==> src/design/epc_pkg.sv <==
// shared constants, codes and types of the exponent palette colour mapper
`default_nettype none
package epc_pkg;
  localparam int PalDepth = 16;
  localparam int AddrW    = $clog2(PalDepth);
  localparam int CountW   = $clog2(PalDepth + 1);
  localparam int ValW     = 32;
  localparam int FracW    = 16;
  localparam int FracOneW = FracW + 1;
  localparam int ColorW   = 24;

  typedef enum logic [1:0] {
    CMD_PIXEL      = 2'd0,
    CMD_APPEND_POS = 2'd1,
    CMD_APPEND_NEG = 2'd2,
    CMD_CLEAR      = 2'd3
  } cmd_e;

  typedef enum logic [2:0] {
    REG_COLOR_MODE     = 3'd0,
    REG_POS_CLAMP_LOW  = 3'd1,
    REG_POS_CLAMP_HIGH = 3'd2,
    REG_NEG_CLAMP_LOW  = 3'd3,
    REG_NEG_CLAMP_HIGH = 3'd4,
    REG_LARGEST_POS    = 3'd5,
    REG_SMALLEST_NEG   = 3'd6
  } reg_e;

  typedef enum logic [1:0] {
    FORCE_NONE = 2'd0,
    FORCE_ZERO = 2'd1,
    FORCE_FULL = 2'd2
  } force_e;

  // per-item control carried down the pipeline
  typedef struct packed {
    logic              pixel;
    logic              wr;
    logic              neg;
    logic              last;
    logic              black;
    logic [AddrW-1:0]  nm1;
    logic [AddrW-1:0]  waddr;
    logic [ColorW-1:0] entry;
  } side_t;
endpackage
`default_nettype wire

==> src/design/epc_palette_mem.sv <==
// one palette: single write port, two registered read ports
`default_nettype none
module epc_palette_mem (
  input  wire logic                             clk_i,
  input  wire logic                             en_i,
  input  wire logic                             we_i,
  input  wire logic [epc_pkg::AddrW-1:0]        waddr_i,
  input  wire logic [epc_pkg::ColorW-1:0]       wdata_i,
  input  wire logic [epc_pkg::AddrW-1:0]        raddr_a_i,
  input  wire logic [epc_pkg::AddrW-1:0]        raddr_b_i,
  output logic [epc_pkg::ColorW-1:0]            rdata_a_o,
  output logic [epc_pkg::ColorW-1:0]            rdata_b_o
);
  logic [epc_pkg::ColorW-1:0] mem [epc_pkg::PalDepth];

  always_ff @(posedge clk_i) begin
    if (en_i && we_i) begin
      mem[waddr_i] <= wdata_i;
    end
  end

  always_ff @(posedge clk_i) begin
    if (en_i) begin
      rdata_a_o <= mem[raddr_a_i];
      rdata_b_o <= mem[raddr_b_i];
    end
  end
endmodule
`default_nettype wire

==> config.mk <==
export PLATFORM = sky130hd
export DESIGN_NAME = epc_palette_mem
export DESIGN_NICKNAME = d
export VERILOG_FILES = /design/src/design/epc_pkg.sv /design/src/design/epc_palette_mem.sv
export SDC_FILE = /design/constraint.sdc
export NUM_CORES = 1
export LEC_CHECK = 0
export BUFFER_PORTS_ARGS = -buffer_cell sky130_fd_sc_hd__buf_2
export CORE_UTILIZATION = 45
export CTS_CLUSTER_SIZE = 16
export DETAILED_ROUTE_END_ITERATION = 12
export PLACE_DENSITY = 0.67
export SLEW_MARGIN = 30
export SYNTH_ARGS = -nofsm -noshare
export SYNTH_HDL_FRONTEND = slang
export SYNTH_SLANG_ARGS = --single-unit
==> constraint.sdc <==
create_clock -name clk_i -period 6.1 [get_ports clk_i]
set_input_delay 1.22 -clock clk_i [delete_from_list [all_inputs] [get_ports clk_i]]
set_output_delay 1.22 -clock clk_i [all_outputs]
set_load 0.1 [all_outputs]
# After elaboration in Yosys (flattened, before gate mapping)
# Memory sizes are Yosys's and may differ from the RTL's. A register that Yosys moved wholly into a read port is not among the register bits.
# Cells that the tools add are included.
[totals]
wordCells = 4
register_bits = 0
output_inout_bits = 48
memories = 1
mem_bits_rw = 384
[classes]
mux = 2
n_reduce_logical = 1
[mem_list]
columns = ["name", "depth", "word_bits", "read_ports", "rd_clocked_by_memory_dff", "write_ports", "line_no", "rtl"]
rows = [
  ["mem", 16, 24, 2, 2, 1, "epc_palette_mem.sv:14", "logic [epc_pkg::ColorW-1:0] mem [epc_pkg::PalDepth];"],
]
[op_table]
columns = ["cell", "n"]
rows = [
  ["$mux W1", 2],
  ["$logic_and A1 B1 Y1", 1],
]

# Logic depth before layout (Yosys ltp)
[logic_depth]
depth_word = 3
mapped_depth = 6
ltp_nobuf = 3

# Worst setup path before layout
# Ideal clock, no wire load.
[synth_path]
path_type = "input-to-reg"
startpoint = "input waddr_i[2] (netlist name)"
endpoint = "memory mem[0][0] (netlist name) (enable)"
required_time_ps = 5665
path_slack_ps = 2342
path_stages = 2
setup_ps = 435
arrival_ps = 3322
path_buffers = 0
path_cell_list = "or3_1 nor3_1"
[synth_rtl]
columns = ["element", "line_no", "rtl"]
rows = [
  ["start: declaration", "epc_palette_mem.sv:7", "input wire logic [epc_pkg::AddrW-1:0] waddr_i,"],
  ["end: declaration", "epc_palette_mem.sv:14", ""],
]
# No word-level cell before the write port.

# Final worst setup path
[layout_path]
startpoint = "input en_i"
endpoint = "memory mem[0][16] (netlist name) (enable)"
[layout_between]
elab_chain_cells = 3
[layout_rtl]
columns = ["element", "line_no", "rtl"]
rows = [
  ["start: declaration", "epc_palette_mem.sv:5", "input wire logic en_i,"],
  ["$logic_and A1 B1 Y1", "epc_palette_mem.sv:17", "if (en_i && we_i) begin"],
  ["$mux W1", "epc_palette_mem.sv:17", ""],
  ["$mux W1 (implied by the code)", "epc_palette_mem.sv:18", "mem[waddr_i] <= wdata_i;"],
]
# No other way between the ends.

==> impl_metrics.env <==
export IMPL_drc=0
export IMPL_crit_required_ns=6.31
export IMPL_synth_warning_count=0
export IMPL_worst_path_buf_inv=2
export IMPL_drt_first_pass_iters=4
export IMPL_viasPerCell=6.25
export IMPL_crit_chain="buf_2 -> nand2_1 -> or3_1 -> nor3_2 -> buf_4"
export IMPL_antenna_found_initial=6
export IMPL_nets=1005
export IMPL_grt_max_degree=74
export IMPL_clock_latency_ns=0.56
export IMPL_gr_usage_all_layers_pct=21.5
export IMPL_routedWlPerCell_um=28.8
export IMPL_final_area_um2=21400
export IMPL_cp_arrival_ns=3.44
export IMPL_cts_sinks=432
export IMPL_worstSetupPathType="in -> reg"
export IMPL_drt_iter0_drc=1001
export IMPL_ys_ff_latch=432
export IMPL_dpl_hpwl_um=25400
export IMPL_nFillCells=3157
export IMPL_synth_xor_area_share_pct=0
export IMPL_cp_top_family="simple AND/OR/NAND/NOR gates"
export IMPL_io_pins=87
export IMPL_fp_dieH_um=206
export IMPL_muxShareOfSynthArea_pct=23.1
export IMPL_core_area_um2=40900
export IMPL_clkSlewWorstSetupHoldPaths_ns=0.06
export IMPL_htree_levels=2
export IMPL_vias=9569
export IMPL_max_freq_mhz=309
export IMPL_cp_end_kind="flop"
export IMPL_min_path_type="reg -> reg"
export IMPL_die_w_um=206
export IMPL_io_buffers=86
export IMPL_numCtsBuffers=45
export IMPL_cts_buffer_depth=3
export IMPL_synth_area_um2=18700
export IMPL_p_per_area_nw_per_um2=303
export IMPL_tns_ns=0
export IMPL_syn_area_per_cell_um2=21.6
export IMPL_cts_hold_buffers=0
export IMPL_rsz0062_at_grt="false"
export IMPL_ys_types=15
export IMPL_ir_drop_mv=0.165
export IMPL_drv_cap=0
export IMPL_die_area_um2=42400
export IMPL_synthSimpleGateAreaFrac_pct=1.82
export IMPL_status="complete, no violations"
export IMPL_met2_usage_pct=35.9
export IMPL_slew_violations=0
export IMPL_cts_tree="yes"
export IMPL_leakage_uw=0.00685
export IMPL_grt_use_met1_pct=28.7
export IMPL_dp_cells=1448
export IMPL_finalPower_uw=6490
export IMPL_holdWs_ns=0.768
export IMPL_synth_compound_area_share_pct=3.85
export IMPL_placed_cell_area_um2=20000
export IMPL_syn_num_nets=905
export IMPL_overflow=0
export IMPL_setup_viol=0
export IMPL_grt_pass1_vias=10020
export IMPL_grt_pass1_wl_um=64300
export IMPL_worst_slew_pin_slew_ns=0.889
export IMPL_cts_resized=0
export IMPL_top_usage_layer="met2"
export IMPL_syn_inst=866
export IMPL_fin_skew_ns=0.0238
export IMPL_period_share_pct=53.0
export IMPL_drive_above_1_share_pct=38.9
export IMPL_root_buffer="clkbuf_16"
export IMPL_syn2layout_area_growth_pct=14.4
export IMPL_max_stage_delay_ns=0.72
export IMPL_start_kind="input pin"
export IMPL_fin_crit_ns=3.23
export IMPL_antenna_left=0
export IMPL_synth_top_family_by_area="multiplexers"
export IMPL_crit_slowest_cell="nor3_2"
export IMPL_critPathMaxFanout=19
export IMPL_num_rows=74
export IMPL_relSlewSlack_pct=40.8
export IMPL_post_cts_setup_buffers=0
export IMPL_wl_um=44100
export IMPL_routabilityCongestion=0.779
export IMPL_instances_no_fill=1530
export IMPL_synthAdderAreaFrac_pct=0
export IMPL_finalHoldViolCount=0
export IMPL_use_met3_pct=4.16
export IMPL_initial_core_util_pct=45.7
export IMPL_synth_seq_area_share_pct=69.3
==> metal layers <==
metal / vias up / share of wire, %
met3: 82 / 7.2
li1: 4003 / -
met4: 8 / 2.4
met5: - / 0.11
met2: 363 / 50
met1: 5113 / 40
==> worst reg2reg max path, delay by kind of cell, from the launching register on <==
family	cells	cell delay, ns
AO/OA/AOI/OAI	1	0.26
AND/OR/NAND/NOR	1	0.13
flip-flops	1	0.39
multiplexers	1	0.48
==> state kept, by name, indices dropped and copies added, names as in the netlist <==
name / cells
rdata_b_o: 24
rdata_a_o: 24
mem: 384
==> worst paths after layout <==
check,slack [ns],cells past startpoint,to,start
worst max register to register,4.58,3,rdata_a_o[22],mem[2][22]
worst min-delay path,0.77,3,rdata_a_o[0],mem[15][0]
worst max-delay path,2.87,5,mem[0][16],en_i
worst min register to register,0.77,3,rdata_a_o[0],mem[15][0]
==> cell usage in the layout (no fill, tap or decap), types with 4 or more instances in the layout <==
cell type / count
clkinv_2: 4
nand2_1: 50
clkbuf_1: 12
nor3_2: 4
edfxtp_1: 432
mux4_2: 192
clkbuf_16: 45
buf_4: 23
nor2b_4: 4
buf_2: 82
nor2_4: 12
a22oi_1: 96
clkinv_1: 11
buf_16: 10
==> synth_stat cells <==
master	count	area share, %
nand2b_1	2	0.067
a22oi_1	96	3.9
mux4_2	192	23
or3_1	1	0.033
nor2b_1	4	0.13
and2_1	2	0.067
nand4b_1	2	0.094
buf_6	10	0.60
buf_2	21	0.56
nor2_1	14	0.28
edfxtp_1	432	69
nor3_1	4	0.11
nand4_1	1	0.033
nand2_1	50	1.0
clkbuf_1	35	0.70
==> area by class of cell <==
class | instances | area [um^2] | share of cell area [%]
Antenna cell | 2 | 5.00 | 0.0234
Clock buffer | 57 | 1170 | 5.47
Clock inverter | 20 | 146 | 0.684
Multi-Input combinational cell | 368 | 5530 | 25.8
Sequential cell | 432 | 13000 | 60.6
Tap cell | 532 | 666 | 3.11
Timing Repair Buffer | 119 | 915 | 4.27
==> through the flow <==
stage | setup slack (ns) | utilization [%]
2_1_floorplan | 2.34 | -
3_3_place_gp | 2.31 | 48.4
3_5_place_dp | 2.25 | 48.9
4_1_cts | 2.83 | 52.1
5_1_grt | 2.70 | 52.3
6_report | 2.87 | 52.3
==> kinds of logic (layout without fill, tap and decap cells) <==
kind of cell	Yosys count	after routing
buffers and inverters	66	196
and+or+nand+nor	80	80
other	0	2
muxes	192	192
DFF	432	432
AOI/OAI and AO/OA	96	96
==> power by group <==
part,switching (uW),leakage [uW],internal (uW),total [uW]
combinational,438,0.00227,199,637
clock,1070,0.000639,1430,2500
sequential,21.2,0.00394,3340,3360
(Power assumes the default switching activity.)
