### src/design/epc_pkg.sv
// shared constants, codes and types of the exponent palette colour mapper
`default_nettype none
package epc_pkg;
  localparam int PalDepth = 16;
  localparam int AddrW    = $clog2(PalDepth);
  localparam int CountW   = $clog2(PalDepth + 1);
  localparam int ValW     = 32;
  localparam int FracW    = 16;
  localparam int FracOneW = FracW + 1;
  localparam int ColorW   = 24;

  typedef enum logic [1:0] {
    CMD_PIXEL      = 2'd0,
    CMD_APPEND_POS = 2'd1,
    CMD_APPEND_NEG = 2'd2,
    CMD_CLEAR      = 2'd3
  } cmd_e;

  typedef enum logic [2:0] {
    REG_COLOR_MODE     = 3'd0,
    REG_POS_CLAMP_LOW  = 3'd1,
    REG_POS_CLAMP_HIGH = 3'd2,
    REG_NEG_CLAMP_LOW  = 3'd3,
    REG_NEG_CLAMP_HIGH = 3'd4,
    REG_LARGEST_POS    = 3'd5,
    REG_SMALLEST_NEG   = 3'd6
  } reg_e;

  typedef enum logic [1:0] {
    FORCE_NONE = 2'd0,
    FORCE_ZERO = 2'd1,
    FORCE_FULL = 2'd2
  } force_e;

  // per-item control carried down the pipeline
  typedef struct packed {
    logic              pixel;
    logic              wr;
    logic              neg;
    logic              last;
    logic              black;
    logic [AddrW-1:0]  nm1;
    logic [AddrW-1:0]  waddr;
    logic [ColorW-1:0] entry;
  } side_t;
endpackage
`default_nettype wire

### src/design/epc_divider.sv
// pipelined restoring divider, one quotient bit per stage, fraction in q1.16
`default_nettype none
module epc_divider (
  input  wire logic                            clk_i,
  input  wire logic                            rst_ni,
  input  wire logic                            en_i,
  input  wire logic                            valid_i,
  input  wire epc_pkg::side_t                  side_i,
  input  wire epc_pkg::force_e                 force_i,
  input  wire logic [epc_pkg::ValW-1:0]        num_i,
  input  wire logic [epc_pkg::ValW-1:0]        den_i,
  output logic                                 valid_o,
  output epc_pkg::side_t                       side_o,
  output logic [epc_pkg::FracOneW-1:0]         frac_o
);
  localparam int N = epc_pkg::FracW;
  localparam int W = epc_pkg::ValW;

  logic                  v_q   [N];
  epc_pkg::side_t        sd_q  [N];
  epc_pkg::force_e       fc_q  [N];
  logic [W-1:0]          r_q   [N];
  logic [W-1:0]          d_q   [N];
  logic [N-1:0]          qt_q  [N];
  logic [W-1:0]          r_d   [N];
  logic [N-1:0]          qt_d  [N];

  always_comb begin
    logic [W:0]   r2;
    logic [W-1:0] rin;
    logic [W-1:0] din;
    logic [N-1:0] qin;
    logic         ge;
    for (int k = 0; k < N; k++) begin
      rin = (k == 0) ? num_i : r_q[(k == 0) ? 0 : k-1];
      din = (k == 0) ? den_i : d_q[(k == 0) ? 0 : k-1];
      qin = (k == 0) ? '0 : qt_q[(k == 0) ? 0 : k-1];
      r2  = {rin, 1'b0};
      ge  = (r2 >= {1'b0, din});
      r_d[k]  = ge ? W'(r2 - {1'b0, din}) : W'(r2);
      qt_d[k] = {qin[N-2:0], ge};
    end
  end

  always_ff @(posedge clk_i or negedge rst_ni) begin
    if (!rst_ni) begin
      for (int k = 0; k < N; k++) v_q[k] <= 1'b0;
    end else if (en_i) begin
      v_q[0] <= valid_i;
      for (int k = 1; k < N; k++) v_q[k] <= v_q[k-1];
    end
  end

  always_ff @(posedge clk_i) begin
    if (en_i) begin
      sd_q[0] <= side_i;
      fc_q[0] <= force_i;
      d_q[0]  <= den_i;
      for (int k = 1; k < N; k++) begin
        sd_q[k] <= sd_q[k-1];
        fc_q[k] <= fc_q[k-1];
        d_q[k]  <= d_q[k-1];
      end
      for (int k = 0; k < N; k++) begin
        r_q[k]  <= r_d[k];
        qt_q[k] <= qt_d[k];
      end
    end
  end

  assign valid_o = v_q[N-1];
  assign side_o  = sd_q[N-1];

  always_comb begin
    case (fc_q[N-1])
      epc_pkg::FORCE_ZERO: frac_o = '0;
      epc_pkg::FORCE_FULL: frac_o = {1'b1, {N{1'b0}}};
      default:             frac_o = {1'b0, qt_q[N-1]};
    endcase
  end
endmodule
`default_nettype wire

### config.mk
export PLATFORM = sky130hd
export DESIGN_NAME = epc_divider
export DESIGN_NICKNAME = d
export VERILOG_FILES = /design/src/design/epc_pkg.sv /design/src/design/epc_divider.sv
export SDC_FILE = /design/constraint.sdc
export NUM_CORES = 2
export LEC_CHECK = 0
export BUFFER_PORTS_ARGS = -buffer_cell sky130_fd_sc_hd__buf_4
export CAP_MARGIN = 10
export CORE_MARGIN = 2
export CORE_UTILIZATION = 43
export DETAILED_ROUTE_END_ITERATION = 12
export PLACE_DENSITY_LB_ADDON = 0.3
export SETUP_SLACK_MARGIN = 0.3
export SYNTH_ARGS = -nofsm -noshare
export SYNTH_HDL_FRONTEND = slang
export SYNTH_SLANG_ARGS = --single-unit
### constraint.sdc
create_clock -name clk_i -period 5.7 [get_ports clk_i]
set_input_delay 0.285 -clock clk_i [delete_from_list [all_inputs] [get_ports clk_i]]
set_output_delay 0.285 -clock clk_i [all_outputs]
set_load 0.02 [all_outputs]
Yosys cells after proc, flatten, opt, wreduce, memory -nomap -nowiden
Memories as Yosys holds them, arrays and structs flattened.
Index checks and enable logic that the tools add are counted.
{ "totals": {"output_inout_bits": 55, "ramBits": 1904, "mem_count": 5, "regBits": 16} }
{ "op_classes": {"n_eq_ne": 2, "magnitude_cmp": 16, "n_mux": 19, "add_sub_neg": 16} }
{ "mem_list": {"columns": ["name", "words", "word_bits", "rd", "rd_ports_with_merged_regs", "write_ports", "line_no", "source"], "rows": [
  ["sd_q", 16, 37, 16, 0, 16, "epc_divider.sv:20", "epc_pkg::side_t sd_q [N];"],
  ["d_q", 16, 32, 15, 0, 16, "epc_divider.sv:23", "logic [W-1:0] d_q [N];"],
  ["r_q", 16, 32, 15, 0, 16, "epc_divider.sv:22", "logic [W-1:0] r_q [N];"],
  ["qt_q", 16, 16, 16, 0, 16, "epc_divider.sv:24", "logic [N-1:0] qt_q [N];"],
  ["fc_q", 16, 2, 16, 0, 16, "epc_divider.sv:21", "epc_pkg::force_e fc_q [N];"]
]} }
{ "op_table": {"columns": ["operator", "count"], "rows": [
  ["greater-or-equal comparator 33 x 32 -> 1 bit", 16],
  ["2-to-1 mux 32 bit", 16],
  ["subtractor 32 bit", 16],
  ["case mux 17 bit (2 select lines)", 1],
  ["equality test 2 x 1 -> 1 bit (second input constant)", 1],
  ["equality test 2 bit (second input constant)", 1],
  ["2-to-1 mux 1 bit", 2]
]} }

Depth between registers and ports, before layout
An unclocked memory read counts as a cell.
{ "logic_depth": {"word_depth": 3, "depth_mapped": 14, "ltp_nobuf": 13} }

Worst setup path before layout
No wires, ideal clock.
{ "synth_path": {"kind": "reg2reg", "startpoint": "memory r_q[0][241] (netlist bit)", "endpoint": "memory r_q[1][15] (netlist bit) (data pin)", "required_ns": 5.440, "period_less_slack_ns": 3.373, "path_stages_with_launch": 12, "arrival_time_ns": 3.113, "setup_time_ns": 0.260, "slack_ns": 2.327, "path_cell_list": "edfxtp_1 -> ha_1 -> a21o_1 -> a21o_1 -> a221oi_2 -> o21ai_1 -> and2_4 -> a2111oi_4 -> o211ai_2 -> a2111oi_4 -> buf_6 -> mux2_2"} }
{ "synth_rtl": {"columns": ["item", "line_no"], "rows": [
  ["start: declaration", "epc_divider.sv:22"]
]} }

==> flow_summary.toml <==
[sta]
final-setup-viol-count = 0
grt_setup_unrepaired = "false"
hold_viol = 0
transition_at_the_pin_with_the_smallest_max_transition_slack_ps = 1290
timing.max_slew.rel_slack = 0.138
post-route-min-period_ps = 4760
max_clock_freq_mhz = 210
worst_clock_skew_ps = 29.3
slew_violations = 0
setup_tns_ps = 0
period_share = 0.836

[floorplan]
die_x_um = 449
die-area_sq_um = 201000
floorplan.initialDensity = 0.432
design.portCount = 162
vertical_die_dimension_um = 449
coreArea_sq_um = 197000
std_cell_rows = 163

[yosys]
synth.net_count = 7305
number_of_distinct_library_cell_variants_in_the_gate_level_netlist_after_synthesis = 104
yosysSeqAreaShare = 0.613
netlist_instances = 6671
synth_warnings = 0
asyncSetResetFlopFracSynth = 0.00922
synth_edf_count = 1720
yosys_most_used_dff = "edfxtp_1"
synth_area_sq_um = 85000
syn-mean-instance-area_sq_um = 12.7
ys_seq_elements = 1736

[critical_path]
worst_ep_required_time_ps = 6270
worst-path-max-fanout = 48
cpLargestDelayFamily = "compound AO/OA/AOI/OAI gates"
end_kind = "flip-flop"
cp_cell_sequence = "inv_1 -> ha_1 -> nor2b_1 -> o21a_1 -> o21ai_0 -> a211o_1 -> a31oi_1 -> buf_4 -> a221oi_1 -> nand2_2 -> and3b_1 -> a31oi_1 -> nand3_1"
critPathLaunchType = "flip-flop"
worstPathBufferInverterCount = 2
critical-path-max-stage-delay_ps = 1050
timing.critical_path.mode_cell = "a31oi_1"
worstSetupPathType = "flip-flop to flip-flop"
critical_path_arrival_ps = 5330
crit_slowest_cell = "a221oi_1"

[run_status]
outcome = "finished clean"

[power_and_ir_drop]
peakVddDrop_mv = 0.390
leakage_power_total_nw = 38.0
power_per_cell_area_nw_per_um2 = 518
fin_total_pwr_w = 0.0499

[clocking]
cts_inserted_buffers = 187
gates_resized_cts_repair = 0
ctsLongestPathBuffers = 3
cts.hold.buffers_added = 107
cts_root_buffer = "clkbuf_16"
cts_htree_levels = 4
postcts_setup_bufs = 0
sink_count = 1736
clkSlewWorstSetupHoldPaths_ps = 60
clkLatencyLatePin_ps = 830
clock_tree_from_tritoncts = "built"

[job]
cap_viol_max_count = 0

[global_routing]
grt_pass1_wl_mm = 262
grt_pass1_vias = 51902
grt_overflow = 0
antenna_found_initial = 1
grt_start_max_net_pins = 187
global_route.usage.total = 0.159

[finish]
areaGrowthSynthToFinish_pct = 13.2
drive_gt1_frac = 0.106
final.fill_count = 16886
multiInputGateArea_sq_um = 29700
finish.cell_count_without_fillers = 9792
layout.nets = 7632
seq_area_sq_um = 52000
final_area_sq_um = 96200

[drt]
drc_errors = 0
total_wire_length_mm = 162
drtAntennaViolNets = 0
vias_per_cell = 5.20
drt_pass1_iterations = 6
wire_per_inst_um = 16.5
via_count = 50964
drtIter0Drc = 3234

[placed_design]
port_buffers = 161
place_hpwl_mm = 116
final_weighted_congestion_of_routability_driven_global_placement = 1.03
dp.cells = 9342
dpl_cell_area_sq_um = 89200

[min_path]
worst_hold_path_type = "input pin to flip-flop"
placed cells by master, fill, tap and decap left out, types with 78 or more instances in the layout:
cell,netlist,routed
edfxtp_1,1720,1720
inv_1,642,642
ha_1,512,512
a21oi_1,474,474
nand2_1,385,384
o21ai_0,380,380
nor2_1,331,331
a21o_1,247,247
xnor2_1,229,229
mux2_2,215,215
clkbuf_16,0,192
buf_4,42,190
xor2_1,153,153
dlygate4sd3_1,0,107
nand3_1,101,101
nor3_1,87,86
o21a_1,79,79
nor2b_1,78,78
flip-flops by register name, indices dropped and copies added, names as in the netlist:
name	flops
sd_q	592
d_q	480
r_q	480
qt_q	136
fc_q	32
v_q	15
valid_o	1
kinds of logic (layout without fill, tap and decap cells):
logic type	count (synthesis)	count (layout)	share of synthesized area
muxes	233	233	0.0307
DFF	1736	1736	0.613
and+or+nand+nor	1354	1354	0.0771
adders and majority gates	527	527	0.0789
AOI/OAI and AO/OA	1623	1623	0.122
xor gates and xnor gates	382	382	0.0394
buffers and inverters	816	1295	0.0393
other	0	2	0
synthesized netlist by cell type, types with 56 or more instances:
cell	instances	share of area
a21oi_1	474	0.028
ha_1	512	0.075
edfxtp_1	1720	0.61
nand2b_1	75	0.0055
o21ai_0	380	0.022
xnor2_1	229	0.024
xor2_1	153	0.016
nand4_1	77	0.0057
nand3_1	101	0.0059
o21a_1	79	0.0070
a21o_1	247	0.022
clkbuf_1	89	0.0039
a31oi_1	60	0.0044
mux2_2	215	0.028
inv_1	642	0.028
nor2b_1	78	0.0057
nand2_1	385	0.017
and3_1	56	0.0041
nor2_1	331	0.015
nor3_1	87	0.0051
per-stage QoR:
stage                     setup WS, ps  utilization  hold WS [ps]
after floorplan                   2330            -         -10.6
after global placement            1010        0.453           148
after detailed placement          1020        0.453           156
after CTS                         1010        0.489          21.2
after global routing               844        0.489           103
final                              936        0.489          88.5
report_power, final:
part	switching, W	internal [W]	total (W)
logic	0.0108	0.00853	0.0194
clock network	0.00488	0.00677	0.0116
registers	0.00120	0.0177	0.0189
total	0.0169	0.0330	0.0499
routing by layer:
metal | wire length, um | vias up | GRT usage
met3 | 5390 | 469 | 0.0239
li1 | - | 25317 | -
met5 | 0 | - | 0
met4 | 7600 | 0 | 0.0830
met2 | 84200 | 1114 | 0.297
met1 | 64900 | 24064 | 0.174
area by class of cell:
| type | instances | share of cell area |
|---|---|---|
| inverters | 643 | 0.0251 |
| well taps | 2640 | 0.0343 |
| clock buffers | 226 | 0.0514 |
| flip-flops and latches | 1736 | 0.541 |
| clock inverters | 115 | 0.0107 |
| diodes | 2 | 0.0000520 |
| repair buffers | 311 | 0.0289 |
| multi-input cells | 4119 | 0.309 |
worst reg2reg max path, delay by kind of cell (launching register included):
family,cells,cell delay (ps)
compound gates,6,2010
simple gates,4,1550
flops,1,400
fa+ha+maj,1,310
buf+inv,2,240
path summary, 6_finish.rpt:
kind / start / end / slack, ps / cells after the start
setup / recovery: d_q[0][33] / r_q[0][94] / 940 / 13
hold / removal: num_i[31] / r_q[0][10] / 90 / 3
setup reg to reg: d_q[0][33] / r_q[0][94] / 940 / 13
hold reg to reg: qt_q[1][58] / qt_q[1][75] / 400 / 0
max in group asynchronous: rst_ni / v_q[13] / 4660 / 3
min in group asynchronous: rst_ni / v_q[2] / 590 / 3
No activity file was read; power rests on OpenSTA's default activity.
